==> src/rtl/ghal_ram.sv <==
// ghal_ram: simple dual-port synchronous ram, one write and one read port
// read data registered; no dependencies

module ghal_ram #(
  parameter int WIDTH = 16,
  parameter int DEPTH = 256
) (
  input  logic                     clk,
  input  logic                     we,
  input  logic [$clog2(DEPTH)-1:0] waddr,
  input  logic [WIDTH-1:0]         wdata,
  input  logic [$clog2(DEPTH)-1:0] raddr,
  output logic [WIDTH-1:0]         rdata
);

  logic [WIDTH-1:0] mem [DEPTH];

  // write port
  always_ff @(posedge clk) begin
    if (we) begin
      mem[waddr] <= wdata;
    end
  end

  // registered read port
  always_ff @(posedge clk) begin
    rdata <= mem[raddr];
  end

endmodule

==> config.mk <==
export PLATFORM = sky130hd
export DESIGN_NAME = ghal_ram
export DESIGN_NICKNAME = d
export VERILOG_FILES = /design/src/rtl/ghal_ram.sv
export SDC_FILE = /design/constraint.sdc
export NUM_CORES = 2
export LEC_CHECK = 0
export ABC_CLOCK_PERIOD_IN_PS = 3490
export BUFFER_PORTS_ARGS = -buffer_cell sky130_fd_sc_hd__buf_4
export CELL_PAD_IN_SITES_DETAIL_PLACEMENT = 0
export CELL_PAD_IN_SITES_GLOBAL_PLACEMENT = 1
export CORE_ASPECT_RATIO = 1.1
export CORE_MARGIN = 5
export CORE_UTILIZATION = 35
export DETAILED_ROUTE_END_ITERATION = 7
export PLACE_DENSITY = 0.51
export SKIP_LAST_GASP = 1
export SLEW_MARGIN = 20
export SYNTH_ARGS = -nofsm -noshare
export SYNTH_HDL_FRONTEND = slang
export SYNTH_SLANG_ARGS = --single-unit
==> constraint.sdc <==
create_clock -name clk -period 3.49 [get_ports clk]
set_input_delay 0.5235 -clock clk [delete_from_list [all_inputs] [get_ports clk]]
set_output_delay 0.5235 -clock clk [all_outputs]
set_load 0.01 [all_outputs]
After elaboration in Yosys (flattened, before gate mapping) --
Memories as Yosys holds them, arrays and structs flattened. A register that Yosys moved wholly into a read port is not among the register bits. Cells that the tools add are included.
Storage, ports and cells: register bits after elaboration 0, bits in writable memories 4096, input bits 34, logic and storage cells 3, memories 1
Operators by class: muxes and demuxes 2
Memory list:
- mem | words 256, bits a word 16, rd ports 1, clocked after Yosys merged registers in 1, wr ports 1, line 16 | logic [WIDTH-1:0] mem [DEPTH];
Operators with widths (number):
- 1-bit two-way mux | 2

Longest topological paths before layout --
depth in word-level cells 2, depth in mapped cells 12, mapped depth without buffers 6

Worst setup path before layout --
No wires, ideal clock.
kind input to register, start point in waddr[3], end point mem mem[235][0], enable pin, library setup time 0.388 ns, data arrival time 2.300 ns, data required time 3.102 ns, setup slack 0.801 ns, stages on the path 6, path buffers 3, cell sequence clkbuf_1 > nor2b_1 > clkbuf_1 > nand4_1 > clkbuf_1 > nor2_1
RTL lines:
- from (decl) | line 10 | input logic [$clog2(DEPTH)-1:0] waddr,
- to (decl) | line 16
No word-level cell before the write port.

==> impl_metrics.env <==
export IMPL_netlist_area_sq_mm=0.159
export IMPL_instances_no_fill=14700
export IMPL_grt_overflow_total=0
export IMPL_grt_max_degree=137
export IMPL_yosys_most_used_dff="edfxtp_1"
export IMPL_setup_viol=0
export IMPL_drtPass1Iterations=6
export IMPL_tns_ns=0
export IMPL_antenna_found_initial=32
export IMPL_relSlewSlack_pct=26.9
export IMPL_initial_utilization_pct=35.1
export IMPL_synth_area_leaders="edfxtp_1, mux4_2, mux2i_1"
export IMPL_first_global_vias=81200
export IMPL_via_per_inst=5.41
export IMPL_htreeDepth=5
export IMPL_place_area_sq_mm=0.173
export IMPL_layout_commonest_cell="edfxtp_1"
export IMPL_leakage_uw=0.0599
export IMPL_max_stage_delay_ns=0.71
export IMPL_arrival_ns=3.87
export IMPL_core_rowCount=259
export IMPL_fin_util_pct=41.4
export IMPL_finalCritPeriodShare_pct=85.8
export IMPL_wl_per_cell_um=32.2
export IMPL_gp_congestion=0.822
export IMPL_drc=0
export IMPL_synth_seq_area_share_pct=77.7
export IMPL_startpoint_type="flop"
export IMPL_grt_pass1_wl_mm=659
export IMPL_synth_edf_count=4096
export IMPL_nFillCells=39600
export IMPL_crit_path_end_kind="flop"
export IMPL_cp_slowest_cell="o32ai_1"
export IMPL_finClkSkew_ns=0.0577
export IMPL_crit_path_cell_trace="mux4_2 > mux4_2 > a22o_1 > buf_12 > o32ai_1 > buf_4 > nor4_1"
export IMPL_die_y_um=716
export IMPL_vias=79500
export IMPL_io_pins=50
export IMPL_cp_data_required_time_ns=4.37
export IMPL_slew_violations=0
export IMPL_ant_nets=0
export IMPL_syn_area_per_cell_sq_um=21.6
export IMPL_post_route_cells_drive_above_1_share_pct=30.2
export IMPL_period_needed_ns=2.99
export IMPL_clk_pin_slew_ns=0.06
export IMPL_cts_tree="built"
export IMPL_crit_buf_inv=2
export IMPL_port_buffers=49
export IMPL_nets=8347
export IMPL_dp_hpwl_mm=296
export IMPL_path_delay_family="multiplexers"
export IMPL_numCtsBuffers=433
export IMPL_hold_viol_final=0
export IMPL_cts_sinks=4112
export IMPL_p_per_area_mw_per_mm2=564
export IMPL_synth_top_cell_area_share_pct=77.5
export IMPL_yosys_cell_types_count=52
export IMPL_syn_num_nets=7394
export IMPL_postCtsSetupRepairBufs=0
export IMPL_timing_fmax_mhz=334
export IMPL_dp_cells=13900
export IMPL_cts_root_buffer="clkbuf_16"
export IMPL_ys_ff_latch=4112
export IMPL_regArea_sq_mm=0.123
export IMPL_multi_input_area_sq_mm=0.0332
export IMPL_area_growth_pct=17.9
export IMPL_place_ws_ns=-0.507
export IMPL_synthCells=7360
export IMPL_layout_common_cells="edfxtp_1, mux4_2, buf_4"
export IMPL_design_area_sq_mm=0.187
export IMPL_ir_worst_vdd_uv=439
export IMPL_worstSkewPairLatency_ns=1.02
export IMPL_cpMostUsedCell="mux4_2"
export IMPL_yosys_warnings=0
export IMPL_clockBufferDepth=4
export IMPL_core_area_sq_mm=0.452
export IMPL_async_flop_share_pct=0
export IMPL_rsz0062_at_grt="false"
export IMPL_path_max_fanout=1
export IMPL_hold_class="in2reg"
export IMPL_track_usage_pct=19.9
export IMPL_fin_ws_ns=0.496
export IMPL_crit_type="reg2reg"
export IMPL_dieArea_sq_mm=0.467
export IMPL_first_iter_violations=7870
export IMPL_status="finished clean"
export IMPL_max_cap_viol_count=0
export IMPL_synth_top_cell_by_area="edfxtp_1"
export IMPL_fp_dieW_um=652
export IMPL_cts_resized=0
export IMPL_wirelength_mm=474
export IMPL_tightest_slew_ns=1.10
-- cell usage after synthesis, types with 2 or more instances --
| library cell | count |
|---|---|
| a22o_1 | 32 |
| buf_2 | 76 |
| or2_2 | 4 |
| dfxtp_1 | 16 |
| or3_1 | 2 |
| a2111oi_0 | 6 |
| nor4_1 | 17 |
| buf_1 | 27 |
| mux2i_1 | 565 |
| nand2_1 | 38 |
| nor2_1 | 304 |
| inv_1 | 3 |
| edfxtp_1 | 4096 |
| nand4_1 | 26 |
| and3_1 | 11 |
| nand2b_1 | 3 |
| a21o_1 | 2 |
| nor3_1 | 92 |
| o31ai_1 | 16 |
| a21oi_1 | 175 |
| o21ai_0 | 37 |
| nand3_1 | 35 |
| a31oi_1 | 6 |
| buf_6 | 77 |
| mux4_2 | 797 |
| buf_8 | 11 |
| and4_1 | 2 |
| a221oi_1 | 28 |
| o221ai_1 | 252 |
| o32ai_1 | 20 |
| nand4b_1 | 3 |
| a211oi_1 | 18 |
| nor4bb_1 | 2 |
| a22oi_1 | 43 |
| buf_12 | 5 |
| buf_4 | 26 |
| clkbuf_1 | 230 |
| mux2_2 | 88 |
| nor2b_1 | 9 |
| o22ai_1 | 148 |
-- power by group --
group          switching [uW]  total (uW)  internal (uW)  leakage, uW
sequential               88.7       54500          54400       0.0369
combinational            3700        5900           2200       0.0162
clock                   19100       45100          26000      0.00676
total                   22900      106000          82600       0.0599
-- cells by family after synthesis --
logic type / Yosys count / synth area share, %
flip-flops: 4112 / 77.7
multiplexers: 1450 / 15.5
AO/OA/AOI/OAI: 786 / 3.54
AND/OR/NAND/NOR: 556 / 1.57
buffers and inverters: 456 / 1.69
-- worst paths after layout --
| check | startpoint | endpoint | slack, ns | cells past startpoint |
|---|---|---|---|---|
| max | mem[56][1]$_DFFE_PP_ | rdata[1]$_DFF_P_ | 0.50 | 7 |
| min | wdata[14] | mem[91][14]$_DFFE_PP_ | 0.1 | 1 |
| max reg2reg | mem[56][1]$_DFFE_PP_ | rdata[1]$_DFF_P_ | 0.50 | 7 |
| min reg2reg | mem[120][14]$_DFFE_PP_ | rdata[14]$_DFF_P_ | 1.08 | 6 |
-- what timing repair did --
action,4_1_cts,5_1_grt
endpoints found under the setup margin,0,0
hold buffers,11,0
endpoints found under the hold margin,315,0
-- through the flow --
step | hold WS [ns] | total power, uW
after floorplan | 0.622 | 58200
after global placement | 0.937 | 61500
after detailed placement | 0.946 | 61500
after CTS | 0.00597 | 107000
after global routing | 0.0601 | 109000
final | 0.0995 | 106000
-- cell type report --
cell class / count / area share, %
antenna: 28 / 0.0374
clock buffer: 530 / 6.07
clock inverter: 264 / 1.29
inverter: 4 / 0.0147
multi-input combinational: 2792 / 17.7
sequential: 4112 / 65.9
tap: 6003 / 4.01
timing repair buffer: 970 / 4.97
-- registers in the layout (all words and copies together), names as in the netlist --
name	count
mem	4096
rdata	16
-- layer usage --
| layer | part of all wire (%) | global-route usage [%] |
|---|---|---|
| met1 | 43 | 27.8 |
| met2 | 48 | 32.8 |
| met3 | 5.3 | 2.88 |
| met4 | 3.0 | 5.39 |
| met5 | 0.0087 | 0 |
(Power assumes the default switching activity.)
